File: config.mk
export PLATFORM = sky130hd
export DESIGN_NAME = lsf_fifo
export DESIGN_NICKNAME = d
export VERILOG_FILES = /design/src/hw/rtl/lsf_pkg.sv /design/src/hw/rtl/lsf_fifo.sv
export SDC_FILE = /design/constraint.sdc
export NUM_CORES = 1
export LEC_CHECK = 0
export BUFFER_PORTS_ARGS = -buffer_cell sky130_fd_sc_hd__buf_2
export CORE_ASPECT_RATIO = 2
export CORE_MARGIN = 2
export CORE_UTILIZATION = 61
export DETAILED_ROUTE_END_ITERATION = 8
export GPL_TIMING_DRIVEN = 0
export PLACE_DENSITY = 0.84
export SYNTH_ARGS = -nofsm -noshare
export SYNTH_HDL_FRONTEND = slang
export SYNTH_SLANG_ARGS = --single-unit
File: constraint.sdc
create_clock -name clk_i -period 7.4 [get_ports clk_i]
set_clock_uncertainty 0.1 [all_clocks]
set_input_delay 0.74 -clock clk_i [delete_from_list [all_inputs] [get_ports clk_i]]
set_output_delay 0.74 -clock clk_i [all_outputs]
set_load 0.1 [all_outputs]
File: src/hw/rtl/lsf_pkg.sv
// Shared constants, types and codes of the Laplacian sharpen filter.
package lsf_pkg;

  localparam int unsigned MaxWidth   = 1024;
  localparam int unsigned MaxHeight  = 4096;
  localparam int unsigned ColW       = $clog2(MaxWidth);
  localparam int unsigned RowW       = $clog2(MaxHeight);
  localparam int unsigned WidthRegW  = 11;
  localparam int unsigned HeightRegW = 13;
  localparam int unsigned CfgIdxW    = 8;
  localparam int unsigned CfgDataW   = 13;
  localparam int unsigned ChanW      = 8;
  localparam int unsigned NumChan    = 3;
  localparam int unsigned PixW       = NumChan * ChanW;
  localparam int unsigned LineW      = 2 * PixW;
  localparam int unsigned NsumW      = ChanW + 3;
  localparam int unsigned DiffW      = NsumW + 1;
  localparam int unsigned QDepth     = 4;
  localparam int unsigned QPtrW      = $clog2(QDepth);
  localparam int unsigned QCntW      = $clog2(QDepth + 1);

  localparam logic [CfgIdxW-1:0] CfgFrameWidth  = CfgIdxW'(0);
  localparam logic [CfgIdxW-1:0] CfgFrameHeight = CfgIdxW'(1);

  localparam logic [WidthRegW-1:0]  FrameWidthReset  = WidthRegW'(1024);
  localparam logic [HeightRegW-1:0] FrameHeightReset = HeightRegW'(768);

  // centre sample and sum of its eight neighbours for one channel
  typedef struct packed {
    logic [ChanW-1:0] centre;
    logic [NsumW-1:0] nsum;
  } chan_work_t;

  typedef struct packed {
    chan_work_t [NumChan-1:0] chan;
    logic [ColW-1:0]          col;
    logic [RowW-1:0]          row;
    logic                     frame_end;
  } work_t;

  typedef struct packed {
    logic [NumChan-1:0][ChanW-1:0] rgb;
    logic [ColW-1:0]               col;
    logic [RowW-1:0]               row;
    logic                          frame_end;
  } result_t;

  typedef struct packed {
    logic             empty;
    logic [QCntW-1:0] count;
  } q_stat_t;

endpackage

File: src/hw/rtl/lsf_fifo.sv
// Short queue of window work between the front and back parts.
module lsf_fifo (
  input  logic             clk_i,
  input  logic             rst_ni,
  input  logic             push_i,
  input  lsf_pkg::work_t   data_i,
  input  logic             pop_i,
  output lsf_pkg::work_t   data_o,
  output lsf_pkg::q_stat_t stat_o
);
  import lsf_pkg::*;

  work_t            mem_q [QDepth];
  logic [QPtrW-1:0] wr_ptr_q, wr_ptr_d;
  logic [QPtrW-1:0] rd_ptr_q, rd_ptr_d;
  logic [QCntW-1:0] cnt_q, cnt_d;
  logic             do_push, do_pop;

  assign do_push = push_i && (cnt_q != QCntW'(QDepth));
  assign do_pop  = pop_i && (cnt_q != '0);

  always_comb begin
    wr_ptr_d = do_push ? wr_ptr_q + QPtrW'(1) : wr_ptr_q;
    rd_ptr_d = do_pop ? rd_ptr_q + QPtrW'(1) : rd_ptr_q;
    cnt_d    = cnt_q;
    if (do_push && !do_pop) begin
      cnt_d = cnt_q + QCntW'(1);
    end else if (do_pop && !do_push) begin
      cnt_d = cnt_q - QCntW'(1);
    end
  end

  always_ff @(posedge clk_i or negedge rst_ni) begin
    if (!rst_ni) begin
      wr_ptr_q <= '0;
      rd_ptr_q <= '0;
      cnt_q    <= '0;
    end else begin
      wr_ptr_q <= wr_ptr_d;
      rd_ptr_q <= rd_ptr_d;
      cnt_q    <= cnt_d;
    end
  end

  always_ff @(posedge clk_i) begin
    if (do_push) begin
      mem_q[wr_ptr_q] <= data_i;
    end
  end

  assign data_o       = mem_q[rd_ptr_q];
  assign stat_o.empty = (cnt_q == '0);
  assign stat_o.count = cnt_q;

endmodule

---- Yosys cells after proc, flatten, opt, wreduce, memory -nomap -nowiden ----
Memories as Yosys holds them, arrays and structs flattened.
Index checks and enable logic that the tools add are counted.
word-level totals
  memories ................................ 1
  output and inout port bits .............. 84
  RAM bits ................................ 320
  input port bits ......................... 84
  register bits ........................... 7
operators by class
  equality and inequality tests ........... 1
  mux-type cells .......................... 4
  reduce and logical (&&, ||, !) cells .... 9
  $add $sub $neg .......................... 4
memory list
  name   depth  bits a word  rd ports  clocked after memory_dff  write ports  line            RTL
  mem_q  4      80           1         0                         1            lsf_fifo.sv:13  work_t mem_q [QDepth];
operators by type and width
  operator                                          count
  2-to-1 mux 3 bit                                  2
  adder 2 x 1 -> 2 bit, second input constant       2
  logical AND 1 bit                                 4
  adder 3 x 1 -> 3 bit, second input constant       1
  zero test 3 bit                                   1
  != test 3 bit, second input constant              1
  nonzero test 3 bit                                1
  subtractor 3 x 1 -> 3 bit, second input constant  1
  zero test 1 bit                                   2
  2-to-1 mux 1 bit                                  2
  nonzero test 2 bit                                1

---- Logic depth before layout (Yosys ltp) ----
  depth after elaboration ................. 6
  depth in mapped cells ................... 8
  gate-level depth less buffers ........... 8

---- Least setup slack after synthesis ----
No wires, ideal clock.
  kind .................................... reg-to-reg
  from .................................... reg cnt_q[0]
  to ...................................... mem mem_q[0][0] in the netlist's numbering (enable)
  arrival time ............................ 3337 ps
  cell stages (with the launch flop) ...... 4
  setup slack ............................. 3516 ps
  period minus slack after synthesis ...... 3884 ps
  data required time ...................... 6853 ps
  cells stage by stage .................... dfrtp_1 nor2_1 a21boi_2 and2_1
on the way
  word-level cells in the longest chain between the ends .. 4
RTL lines
  element                                 line            RTL
  from (decl)                             lsf_fifo.sv:16  logic [QCntW-1:0] cnt_q, cnt_d;
  from (signal assigned)                  lsf_fifo.sv:41  cnt_q <= cnt_d;
  != test 3 bit                           lsf_fifo.sv:19  assign do_push = push_i && (cnt_q != QCntW'(QDepth));
  logical AND 1 bit                       lsf_fifo.sv:19
  named net do_push                       lsf_fifo.sv:17  logic do_push, do_pop;
  2-to-1 mux 1 bit                        lsf_fifo.sv:46  if (do_push) begin
  2-to-1 mux 1 bit (not written as such)  lsf_fifo.sv:47  mem_q[wr_ptr_q] <= data_i;
  to (decl)                               lsf_fifo.sv:13
The timed path passes the listed nets, and every way through them passes these cells.

==> results.json <==
{
  "async_reset_ff_share_pct": 2.14,
  "grt_pass1_vias": 5910,
  "ff2ff_path_depth": 4,
  "drt_pass1_iterations": 4,
  "synth_seq_cells": 327,
  "crit_path_max_incr_delay_ns": 0.57,
  "setup_violations": 0,
  "clk-insertion-delay-late_ns": 0.52,
  "seq_area_frac_synth_pct": 81.3,
  "syn_area_per_cell_um2": 26.6,
  "syn2layout_area_growth_pct": 17.9,
  "whs_ns": 0.326,
  "crit_arrival_ns": 2.17,
  "die_x_um": 103,
  "max_cap_violations": 0,
  "routedWlPerCell_um": 22.6,
  "rr_startpoint": "cnt_q[0]",
  "fmax_ghz": 0.333,
  "ys.warnings.count": 0,
  "cts_root_buffer": "clkbuf_16",
  "cts_sinks": 327,
  "drtIter0Drc": 274,
  "drv_slew": 0,
  "numCtsBuffers": 27,
  "cp-startpoint": "rd_ptr_q[0]",
  "cts.path.max_buffers": 3,
  "via_count": 5377,
  "outcome": "complete, no violations",
  "dp_hpwl_um": 13400,
  "viasPerCell": 5.76,
  "cts_setup_buffers": 0,
  "timing.final.crit_share_pct": 40.6,
  "cts_tree": "yes",
  "cp-end-kind": "output port",
  "endpoint": "data_o[56]",
  "core-area_um2": 19400,
  "reg2reg_to": "mem_q[3][36]",
  "initial_utilization_pct": 62.2,
  "synth_nets": 543,
  "ys_types": 19,
  "path_cells": "buf_6, buf_12, mux4_2, buf_2",
  "path_buf_inv": 3,
  "diodes": 0,
  "overflow": 0,
  "cp.depth": 4,
  "clk_pin_slew_worst_paths_ns": 0.07,
  "ys.flop_type": "edfxtp_1",
  "num_rows": 72,
  "hp-start": "data_i[60]",
  "die_y_um": 203,
  "syn_inst": 453,
  "drtAntennaViolNets": 0,
  "hold_violations": 0,
  "slew_headroom_pct": 57.1,
  "grt_max_degree": 46,
  "grt_pass1_wl_um": 32500,
  "path_max_fanout": 10,
  "fp.dieArea_um2": 20900,
  "antenna_found_initial": 1,
  "postRouteWirelength_um": 21100,
  "netlist_area_um2": 12000,
  "critical-path-top-delay-family": "buffers and inverters",
  "period_needed_ns": 3.01,
  "tightest_slew_ns": 0.643,
  "htree_levels": 1,
  "synth.top_cells.by_count": "320 x edfxtp_1, 79 x mux4_2, 9 x buf_2",
  "drive_gt1_share_pct": 46.7,
  "yosysTopAreaCell": "edfxtp_1",
  "final_nets": 744,
  "cp.required_ns": 6.56,
  "crit_path_start_kind": "register",
  "slowest_stage": "mux4_2",
  "ys_top_cells_by_area": "edfxtp_1 80%, mux4_2 15%, dfrtp_1 1.5%, buf_12 1.3%, ha_1 0.52%",
  "synth_edf_count": 320,
  "hold_path.class": "input pin to register",
  "fin_setup_tns_ns": 0,
  "synth_top_area_share_pct": 79.8,
  "drc": 0,
  "rsz0062_at_grt": "no",
  "finalWeightedCongestion": 0.680,
  "post_cts_resized": 0,
  "rrSetupSlack_ns": 5.12,
  "crit_type": "register to output port",
  "synth_most_common_cell": "edfxtp_1",
  "io_buffers": 167,
  "grt_usage_pct": 21.0,
  "fill_cells": 1119,
  "ios": 168
}
-- final cells by class --
cell class                 count  area (um^2)  share of cell area [%]
timing repair buffer         172          956                    6.74
sequential                   327         9780                    69.0
inverter                       4         15.0                   0.106
clock buffer                  30          687                    4.84
buffer                        18          216                    1.53
multi-input combinational    104         2030                    14.3
clock inverter                19          175                    1.23
tap                          259          324                    2.28
-- cells in the final DEF (no fill, tap or decap) --
cell / instances
a21boi_2: 1
and2_4: 4
buf_12: 8
buf_16: 4
buf_2: 176
buf_6: 1
bufinv_16: 3
clkbuf_1: 3
clkbuf_16: 27
clkinv_1: 6
clkinv_2: 6
clkinv_4: 1
clkinvlp_4: 2
dfrtp_1: 7
dlygate4sd3_1: 1
edfxtp_1: 320
fa_1: 1
ha_1: 5
inv_1: 4
inv_6: 1
mux2_2: 2
mux4_1: 1
mux4_2: 79
nand2_1: 1
nand3_1: 1
nor2_1: 2
or3_1: 1
xnor2_1: 4
xor2_1: 2
-- logic make-up after synthesis --
group / count (synthesis) / share of synthesized area, %
flops: 327 / 81.3
mux: 82 / 15.2
buf+inv: 22 / 1.92
simple gates: 9 / 0.395
xor+xnor: 6 / 0.437
fa+ha+maj: 6 / 0.686
compound gates: 1 / 0.0935
-- through the flow --
stage / instance area [um^2] / util [%] / cells / setup WS (ns)
after floorplan: 12000 / - / 453 / 3.52
after global placement: 13200 / 68.1 / 879 / 2.62
after detailed placement: 13300 / 68.8 / 883 / 4.80
after CTS: 14200 / 73.3 / 933 / 4.37
after global routing: 14200 / 73.3 / 933 / 4.33
final: 14200 / 73.3 / 933 / 4.39
-- per-layer routing --
| metal | GRT usage [%] | wire, um | up-vias | part of all wire [%] |
|---|---|---|---|---|
| li1 | - | - | 2346 | - |
| met1 | 25.1 | 7400 | 2814 | 35 |
| met2 | 37.9 | 12000 | 166 | 57 |
| met3 | 3.51 | 982 | 49 | 4.7 |
| met4 | 7.42 | 675 | 2 | 3.2 |
| met5 | 0 | 11 | - | 0.052 |
-- what timing repair did --
action,4_1_cts,5_1_grt
endpoints found under the setup margin,0,0
hold buffers,1,0
hold endpoints to repair,7,0
-- how the worst min path moves through the flow --
stage | depth (start not counted) | end
floorplan | 0 | cnt_q[0]
global placement | 1 | cnt_q[2]
detailed placement | 1 | cnt_q[2]
CTS | 1 | mem_q[2][29]
global route | 1 | mem_q[2][48]
finish | 1 | mem_q[0][60]
-- flip-flops by register name (all words and copies together), names as in the netlist --
register  flops
rd_ptr_q      2
mem_q       320
cnt_q         3
wr_ptr_q      2
Power is left out: the tool's default activity adds up to more than one toggle a clock period on the data nets, which glitch-free logic cannot reach.
